--- src/rtl/mkit_pkg.sv ---
`timescale 1ns / 1ps
// Package for the multi-key instance table: sizes, row type, command and
// status codes, and the control bundle that drives the row cells. No dependencies.
package mkit_pkg;

    localparam int CAPACITY = 64;
    localparam int IDX_W    = $clog2(CAPACITY);
    localparam int CNT_W    = $clog2(CAPACITY + 1);

    typedef logic [CAPACITY-1:0] vec_t;

    typedef enum logic [2:0] {
        CMD_INSERT     = 3'd0,
        CMD_LOOKUP_KEY = 3'd1,
        CMD_LOOKUP_INS = 3'd2,
        CMD_REMOVE     = 3'd3,
        CMD_RENUMBER   = 3'd4
    } cmd_t;

    localparam logic [1:0] STAT_OK   = 2'd0;
    localparam logic [1:0] STAT_FULL = 2'd1;
    localparam logic [1:0] STAT_MISS = 2'd2;

    typedef enum logic {
        S_IDLE,
        S_APPLY
    } state_t;

    typedef struct packed {
        logic [15:0] inst;
        logic [15:0] spawn;
        logic [15:0] blk;
        logic [7:0]  mesh;
    } row_t;

    // Broadcast to every cell during the apply cycle
    typedef struct packed {
        logic        remove_en;
        logic        renumber_en;
        logic [15:0] thr_block;
        logic [7:0]  thr_mesh;
    } cell_ctl_t;

endpackage

--- src/rtl/mkit_cell.sv ---
`timescale 1ns / 1ps
// One row cell of the instance table: holds a row and its registered match flag.
// Depends on mkit_pkg.
module mkit_cell (
    input  logic               clk,
    input  logic               rst_n,
    input  logic               capture,
    input  mkit_pkg::cmd_t     command,
    input  logic [15:0]        instance_number,
    input  logic [15:0]        spawn_instance,
    input  logic [15:0]        block_number,
    input  logic [7:0]         mesh_number,
    input  logic               row_valid,
    input  mkit_pkg::cell_ctl_t ctl,
    input  logic               insert_sel,
    input  logic               shift_sel,
    input  mkit_pkg::row_t     new_row,
    input  mkit_pkg::row_t     next_row,
    output mkit_pkg::row_t     row,
    output logic               match
);

    mkit_pkg::row_t row_reg;
    mkit_pkg::row_t row_next;
    logic           match_reg;
    logic           match_next;
    logic           key_eq;
    logic           inst_eq;

    assign key_eq  = (row_reg.spawn == spawn_instance) && (row_reg.blk == block_number)
                     && (row_reg.mesh == mesh_number);
    assign inst_eq = (row_reg.inst == instance_number);

    always_comb
    begin
        match_next = match_reg;
        if (capture)
        begin
            if (command == mkit_pkg::CMD_LOOKUP_KEY)
                match_next = row_valid && key_eq;
            else
                match_next = row_valid && inst_eq;
        end
    end

    always_comb
    begin
        row_next = row_reg;
        if (insert_sel)
        begin
            row_next = new_row;
        end
        else if (shift_sel)
        begin
            // take the upper neighbor, instance moves down by one
            row_next      = next_row;
            row_next.inst = next_row.inst - 16'd1;
        end
        else if (ctl.renumber_en && (row_reg.mesh == ctl.thr_mesh)
                 && (row_reg.blk > ctl.thr_block))
        begin
            row_next.blk = row_reg.blk - 16'd1;
        end
    end

    always_ff @(posedge clk or negedge rst_n)
    begin
        if (!rst_n)
            match_reg <= 1'b0;
        else
            match_reg <= match_next;
    end

    always_ff @(posedge clk)
    begin
        row_reg <= row_next;
    end

    assign row   = row_reg;
    assign match = match_reg;

endmodule

--- config.mk ---
export PLATFORM = sky130hd
export DESIGN_NAME = mkit_cell
export DESIGN_NICKNAME = d
export VERILOG_FILES = /design/src/rtl/mkit_pkg.sv /design/src/rtl/mkit_cell.sv
export SDC_FILE = /design/constraint.sdc
export NUM_CORES = 1
export LEC_CHECK = 0
export ABC_AREA = 0
export BUFFER_PORTS_ARGS = -buffer_cell sky130_fd_sc_hd__buf_2
export CAP_MARGIN = 20
export CELL_PAD_IN_SITES_DETAIL_PLACEMENT = 0
export CELL_PAD_IN_SITES_GLOBAL_PLACEMENT = 1
export CORE_MARGIN = 2
export CORE_UTILIZATION = 32
export CTS_BUF_LIST = sky130_fd_sc_hd__clkbuf_2 sky130_fd_sc_hd__clkbuf_4 sky130_fd_sc_hd__clkbuf_8
export CTS_CLUSTER_SIZE = 25
export DETAILED_ROUTE_END_ITERATION = 10
export PLACE_DENSITY = 0.83
export SLEW_MARGIN = 20
export SYNTH_ARGS = -nofsm -noshare
export SYNTH_HDL_FRONTEND = slang
export SYNTH_SLANG_ARGS = --single-unit
--- constraint.sdc ---
create_clock -name clk -period 3.9 [get_ports clk]
set_input_delay 0.78 -clock clk [delete_from_list [all_inputs] [get_ports clk]]
set_output_delay 0.78 -clock clk [all_outputs]
set_load 0.01 [all_outputs]
# After elaboration in Yosys (flattened, before gate mapping)
# Cells that the tools add are included.
# W data, S select, Z words.
# totals
output_inout_bits	57
ff_bits	57
inputBits	203
wordCells	28
# op_classes
reduce_logical	8
n_eq_ne	6
n_addsub	2
n_mux	6
n_lt_le_gt_ge	1
# op_table
op	n
$mux W56	1
$eq A16 B16 Y1	3
$mux W16	2
$mux W32	1
$sub A16 B1 Y16 const B	2
$eq A8 B8 Y1	2
$gt A16 B16 Y1	1
$mux W8	1
$logic_and A1 B1 Y1	6
$eq A3 B1 Y1 const B	1
$reduce_bool A3 Y1	1
$reduce_bool A2 Y1	1
$mux W1	1

# Logic depth before layout (Yosys ltp)
# Gate-level depths: netlist of the first run.
# logic_depth
depth_word	6
depth_mapped	7
ltp_nobuf	7

# Worst setup path before layout of the first run
# Ideal clock, no wire load.
# synth_path
path_type	input port to flip-flop
from	in ctl[19] (netlist name)
to	reg row_reg (netlist bit row[10]), enable pin
slack_ns	0.422
required_time_ns	3.489
t_arrival_ns	3.067
setup_ns	0.411
cell_stages	7
n_path_buf	0
path_cell_list	inv_1 ha_1 nand4_1 or4_1 a21oi_1 a211oi_1 o21ai_0
# synth_via
elab_chain_cells	3
# synth_lines
item	line_no	text
start: declaration	mkit_cell.sv:14	input mkit_pkg::cell_ctl_t ctl,
$gt A16 B16 Y1	mkit_cell.sv:60	&& (row_reg.blk > ctl.thr_block))
$logic_and A1 B1 Y1	mkit_cell.sv:60	
$reduce_bool A3 Y1 (no line)	-	
end signal: assignment	mkit_cell.sv:76	row_reg <= row_next;
end: declaration	mkit_cell.sv:23	mkit_pkg::row_t row_reg;
# Every way passes these cells.
# A chain may end at the register's enable or synchronous reset.

# Final worst setup path of the first run
# layout_path
from	reg row_reg (netlist bit row[17])
to	reg row_reg (netlist bit row[17]), enable pin
# layout_via
elab_chain_cells	3
# layout_lines
item	line_no
$gt A16 B16 Y1	mkit_cell.sv:60
$logic_and A1 B1 Y1	mkit_cell.sv:60
$reduce_bool A3 Y1 (no line)	-
# Every way passes these cells.

==> out/qor.csv, run 1 <==
stage,metric,value,unit
run_status,status,"complete, no violations",
grt,total grt overflow,0,
clocking,total CTS buffers,9,
sta,final hold vios,0,
finish,number of fillers in the final layout,1214,
clocking,post-CTS resize count,0,
sta,Rel. slew slack,53.0,%
yosys,Yosys top cell by area,edfxtp_1,
sta,RSZ-0062 raised after global routing,no,
power_and_ir_drop,Leak,2.59,nW
detailed_routing,ANT nets after route,0,
grt,met2 Usage GRT,33.3,%
yosys,cell area after synthesis,0.00409,sq mm
sta,TNS Setup,0,ps
clocking,maximum clock insertion buffer count,2,
finish,Multi-input gate area,0.00226,sq mm
sta,Tcrit/Tclk final,64.7,%
clocking,H-tree Lvls,3,
yosys,"Seq/Total Area, Yosys",41.7,%
setup_path,R2R depth,7,
power_and_ir_drop,Clock Power Share,33.5,%
clocking,Post CTS Setup Buffer Count,0,
detailed_routing,DR vias,3989,
yosys,Netlist cell types,41,
job,max cap viols,0,
grt,first-pass GRT wire length,19.2,mm
placement,Worst Setup Slack post-DPL,1040,ps
setup_path,CP Max Fanout,16,
grt,M1 GR Usage,23.1,%
power_and_ir_drop,power per cell area,345,mW/mm^2
clocking,Skew-Pair Late Insertion Delay,340,ps
placement,hpwl dp,11.5,mm
finish,final net count,881,
worst_hold_path,Hold Path Class,primary input to async pin,
setup_path,crit path launch type,register,
clocking,clk root buf,clkbuf_8,
power_and_ir_drop,Switch Pwr,0.000570,W
clocking,Sinks on Clock Net,57,
setup_path,kind of critical path,register to register,
setup_path,Setup crit end kind,register,
die,I/O pin cnt,260,
die,Initial Util,32.6,%
sta,Final Worst Setup Slack,1370,ps
placement,GP Congestion,0.843,
setup_path,critical path required time,3920,ps
grt,vias in the first global route,3817,
sta,fin. max-slew vios,0,
sta,final setup fails,0,
die,number of cell rows,41,
sta,min cycle time layout,2530,ps
power_and_ir_drop,Flop pwr share,41.4,%
yosys,syn nets,617,
finish,share of layout cells above drive strength 1,47.4,%
power_and_ir_drop,worst vdd ir,133,uV
power_and_ir_drop,Sw Ratio,28.3,%
die,Die ar.,0.0137,sq mm
yosys,Synth top area share,41.1,%
detailed_routing,WL final,13.7,mm
grt,global routing's busiest layer,met2,
setup_path,CP arrival,2550,ps
detailed_routing,DR WL/cell,16.4,microns
die,Die X,117,microns
yosys,Yosys Warn Count,0,
yosys,Yosys reg bits,57,
placement,PortBufs,258,
clocking,CTS tree,built,
die,die height,117,microns
yosys,Synth area leaders,"edfxtp_1 (41%), xnor2_1 (13%), mux2_2 (7.4%)",
finish,max reg flops,56,
grt,GR Util met3,4.22,%
sta,Fmax,396,MHz
die,core area,0.0126,sq mm
finish,area grow syn2layout,42.7,%
yosys,Gate Count Post-Synth,396,
detailed_routing,drt initial violations,146,
sta,skew final,7.57,ps
grt,largest net degree at the start of global routing,65,
clocking,"CTS clk-pin slew, worst paths",70,ps
sta,Worst Tran Pin Value,698,ps
grt,initial antenna violation count,1,
clocking,hold buffer count at cts,0,
grt,gr usage total,19.0,%
power_and_ir_drop,total internal power,0.00144,W
finish,register area,0.00171,sq mm
power_and_ir_drop,Comb pwr share,25.1,%
yosys,synthesized area per cell,10.3,sq um
detailed_routing,vias per cell,4.76,
detailed_routing,First-pass DRT Iterations,4,
sta,Post-Route Hold Slack,209,ps
detailed_routing,Remaining DRCs,0,
-- area by class of cell --
class / count / area share [%]
inverters: 23 / 1.48
clock inverters: 6 / 1.82
well taps: 172 / 3.69
flip-flops and latches: 57 / 29.2
clock buffers: 10 / 2.25
diodes: 1 / 0.0429
multi-input cells: 306 / 38.7
repair buffers: 263 / 22.8
-- final timing paths --
path / from / to / slack, ps
setup / recovery: row[17] / row[17] / 1370
hold reg to reg: match / match / 710
min in group clk: match / match / 710
setup reg to reg: row[17] / row[17] / 1370
hold / removal: rst_n / match / 210
max in group asynchronous: rst_n / match / 3610
-- worst max-delay path, cell delays in order (launching register included) --
cell and delay (ps):
edfxtp_1 530, ha_1 360, nand4_1 130, or4_1 550
a21oi_1 170, a211oi_1 70, o21ai_1 130, buf_4 270
-- cell usage after synthesis, drive strengths merged --
| master | count |
|---|---|
| or3 | 4 |
| o31a | 1 |
| edfxtp | 56 |
| mux2i | 4 |
| or4b | 1 |
| o31ai | 1 |
| o21a | 1 |
| a31o | 1 |
| o2111ai | 1 |
| dfrtp | 1 |
| o211ai | 2 |
| nor2 | 16 |
| xor2 | 29 |
| nor3b | 3 |
| nand2b | 1 |
| clkinv | 1 |
| nand3 | 7 |
| clkbuf | 10 |
| o21ai | 27 |
| inv | 22 |
| a21o | 2 |
| o22ai | 6 |
| nor3 | 7 |
| or2 | 1 |
| ha | 18 |
| mux2 | 27 |
| nand2 | 36 |
| xnor2 | 60 |
| nor2b | 1 |
| nand4 | 15 |
| or4 | 4 |
| a211oi | 1 |
| a21oi | 16 |
| nor4 | 13 |
-- layout by cell type (no fill, tap or decap), types with 2 or more instances in the layout --
master,count
inv_1,21
a21o_1,2
mux2i_1,4
nor3_1,6
or4_4,2
ha_1,18
mux2_2,27
nor3b_1,2
buf_4,5
nor2_1,16
nand2_1,36
buf_2,258
edfxtp_1,56
nand4_1,15
bufinv_16,3
nand3_1,7
xor2_1,29
o211ai_1,2
o21ai_0,24
o22ai_1,6
o21ai_1,3
or3_1,3
xnor2_1,60
a21oi_1,16
clkinv_1,3
clkbuf_8,9
nor4_1,12
-- power by group through the flow --
stage / clock [W] / sequential (W) / combinational [W]
finish: 0.000675 / 0.000834 / 0.000506
global route: 0.000716 / 0.000844 / 0.000558
CTS: 0.000694 / 0.000836 / 0.000511
detailed placement: 0 / 0.000847 / 0.000508
global placement: 0 / 0.000845 / 0.000498
floorplan: 0 / 0.000860 / 0.000234
-- logic make-up (layout without fill, tap and decap cells) --
group           Yosys count  in the layout  share of synthesized area [%]
compound gates           59             59                           8.10
xor+xnor                 89             89                           19.0
fa+ha+maj                18             18                           5.50
buf+inv                  33            302                           3.03
flops                    57             57                           41.7
mux                      31             31                           8.41
other cells               0              1                              0
simple gates            109            109                           14.2
-- through the flow --
stage          instance area, sq um  power (W)  cells  utilization, %
3_5_place_dp                   5600    0.00136    821            44.5
5_1_grt                        5840    0.00212    837            46.4
6_report                       5840    0.00201    838            46.5
3_3_place_gp                   5600    0.00134    821            44.5
2_1_floorplan                  4090    0.00109    396               -
4_1_cts                        5840    0.00204    837            46.4
-- routing by layer --
| metal | wire length [microns] | vias to the layer above |
|---|---|---|
| met1 | 5780 | 1845 |
| li1 | - | 1960 |
| met4 | 167 | 2 |
| met3 | 921 | 16 |
| met2 | 6860 | 166 |
| met5 | 11 | - |
Power figures use the tool's default switching activity.
==> run 2, diff against run 1 <==
Clock period 3.9 ns to 2.6 ns, I/O delays scaled along.
==> out/qor.csv, run 2 (synthesized netlist as in run 1, its figures left out) <==
stage,metric,value,unit
setup_path,Setup crit end kind,register,
placement,GP Congestion,0.823,
power_and_ir_drop,Switch Pwr,0.000861,W
sta,Post-Route Hold Slack,465,ps
clocking,post-CTS resize count,0,
clocking,total CTS buffers,9,
clocking,CTS tree,built,
die,die height,117,microns
detailed_routing,ANT nets after route,0,
detailed_routing,DR vias,4033,
finish,most frequent cells in the layout,"buf_2 (258), xnor2_1 (60), edfxtp_1 (56)",
detailed_routing,DR WL/cell,16.3,microns
setup_path,Critical R2R Launch,row[16],
sta,Tcrit/Tclk final,92.7,%
setup_path,critical path's top delay family,simple AND/OR/NAND/NOR gates,
sta,min cycle time layout,2410,ps
setup_path,worst-path cell chain,"ha_1, nand4_1, or4_1, a21oi_1, a211oi_1, o21ai_2, buf_12",
setup_path,Crit. Startpoint,row[16],
finish,final net count,897,
die,Die ar.,0.0137,sq mm
grt,initial antenna violation count,1,
finish,area grow syn2layout,45.1,%
detailed_routing,drt initial violations,224,
die,I/O pin cnt,260,
finish,"leading cell type in the layout, fill and taps excluded",buf_2,
sta,fin. max-slew vios,0,
sta,RSZ-0062 raised after global routing,no,
grt,vias in the first global route,3770,
power_and_ir_drop,power per cell area,479,mW/mm^2
finish,number of fillers in the final layout,1217,
setup_path,critical path required time,2650,ps
power_and_ir_drop,Flop pwr share,42.9,%
placement,hpwl dp,11.6,mm
power_and_ir_drop,Comb pwr share,29.2,%
run_status,status,"complete, no violations",
grt,first-pass GRT wire length,19.6,mm
finish,Final Non-Filler Cells,854,
placement,Post-Place Cells,836,
setup_path,crit-path max cell delay,540,ps
detailed_routing,WL final,13.9,mm
power_and_ir_drop,total internal power,0.00198,W
sta,final setup fails,0,
worst_hold_path,hold path depth,3,
setup_path,crit path launch type,register,
worst_hold_path,Hold Crit Start,new_row[50],
clocking,maximum clock insertion buffer count,2,
setup_path,Crit path depth,7,
sta,Worst Tran Pin Value,555,ps
sta,skew final,9.33,ps
setup_path,slowest CP cell,or4_1,
die,Die X,117,microns
finish,max reg flops,56,
finish,share of layout cells above drive strength 1,48.6,%
setup_path,CP Max Fanout,16,
job,max cap viols,0,
sta,Fmax,415,MHz
clocking,H-tree Lvls,3,
setup_path,crit path buf inv count,1,
sta,Rel. slew slack,63.0,%
grt,total grt overflow,0,
clocking,Sinks on Clock Net,57,
sta,Final Worst Setup Slack,190,ps
power_and_ir_drop,Pwr Total,0.00284,W
power_and_ir_drop,Sw Ratio,30.3,%
detailed_routing,First-pass DRT Iterations,4,
die,core area,0.0126,sq mm
placement,Worst Setup Slack post-DPL,78.8,ps
sta,TNS Setup,0,ps
placement,PortBufs,258,
grt,gr usage total,19.3,%
power_and_ir_drop,worst vdd ir,247,uV
clocking,clk root buf,clkbuf_8,
power_and_ir_drop,Clock Power Share,27.9,%
clocking,Skew-Pair Late Insertion Delay,340,ps
die,Initial Util,32.6,%
setup_path,R2R depth,7,
setup_path,CP arrival,2450,ps
grt,largest net degree at the start of global routing,75,
worst_hold_path,Hold Path Class,primary input to register,
clocking,"CTS clk-pin slew, worst paths",70,ps
power_and_ir_drop,Leak,2.66,nW
setup_path,kind of critical path,register to register,
die,number of cell rows,41,
detailed_routing,Remaining DRCs,0,
sta,final hold vios,0,
detailed_routing,vias per cell,4.72,
run 2: worst paths after layout:
check                               end  slack (ps)
worst max-delay path            row[15]         190
worst min-delay path            row[50]         470
worst max register to register  row[15]         190
worst min register to register    match         710
max in group asynchronous         match        2020
min in group asynchronous         match         500
run 2: per-stage QoR:
stage	util [%]	instance area (sq um)
after floorplan	-	4100
after global placement	45.7	5740
after detailed placement	45.7	5740
after CTS	47.2	5940
after global routing	47.2	5940
final	47.2	5940
run 2: area by class of cell:
| class | instances | area [sq um] | area share, % |
|---|---|---|---|
| diodes | 1 | 2.50 | 0.0421 |
| clock buffers | 9 | 124 | 2.09 |
| clock inverters | 7 | 61.3 | 1.03 |
| inverters | 23 | 86.3 | 1.45 |
| multi-input cells | 306 | 2270 | 38.2 |
| flip-flops and latches | 57 | 1710 | 28.7 |
| well taps | 172 | 215 | 3.62 |
| repair buffers | 279 | 1480 | 24.9 |
run 2: repair_timing:
item / 4_1_cts / 5_1_grt
setup endpoints to repair: 0 / 0
endpoints found under the hold margin: 1 / 0
hold buffers: 1 / 0
buffers inserted: 0 / 0
run 2: power by group through the flow:
stage	combinational [W]	sequential, W	clock (W)
after floorplan	0.000352	0.00129	0
after global placement	0.000815	0.00124	0
after detailed placement	0.000831	0.00124	0
after CTS	0.000836	0.00122	0.000823
after global routing	0.000908	0.00123	0.000871
final	0.000830	0.00122	0.000795
run 2: per-layer routing:
| layer | global-route usage, % | vias to the layer above | wire length (microns) |
|---|---|---|---|
| met5 | 0 | - | 0 |
| met4 | 5.88 | 0 | 187 |
| met3 | 5.30 | 13 | 1080 |
| met2 | 31.4 | 175 | 6720 |
| met1 | 25.2 | 1849 | 5910 |
| li1 | - | 1996 | - |
run 2: worst min-delay path: stages:
cell and delay [ps]:
buf_2 70, nand2_1 40, o21ai_0 60
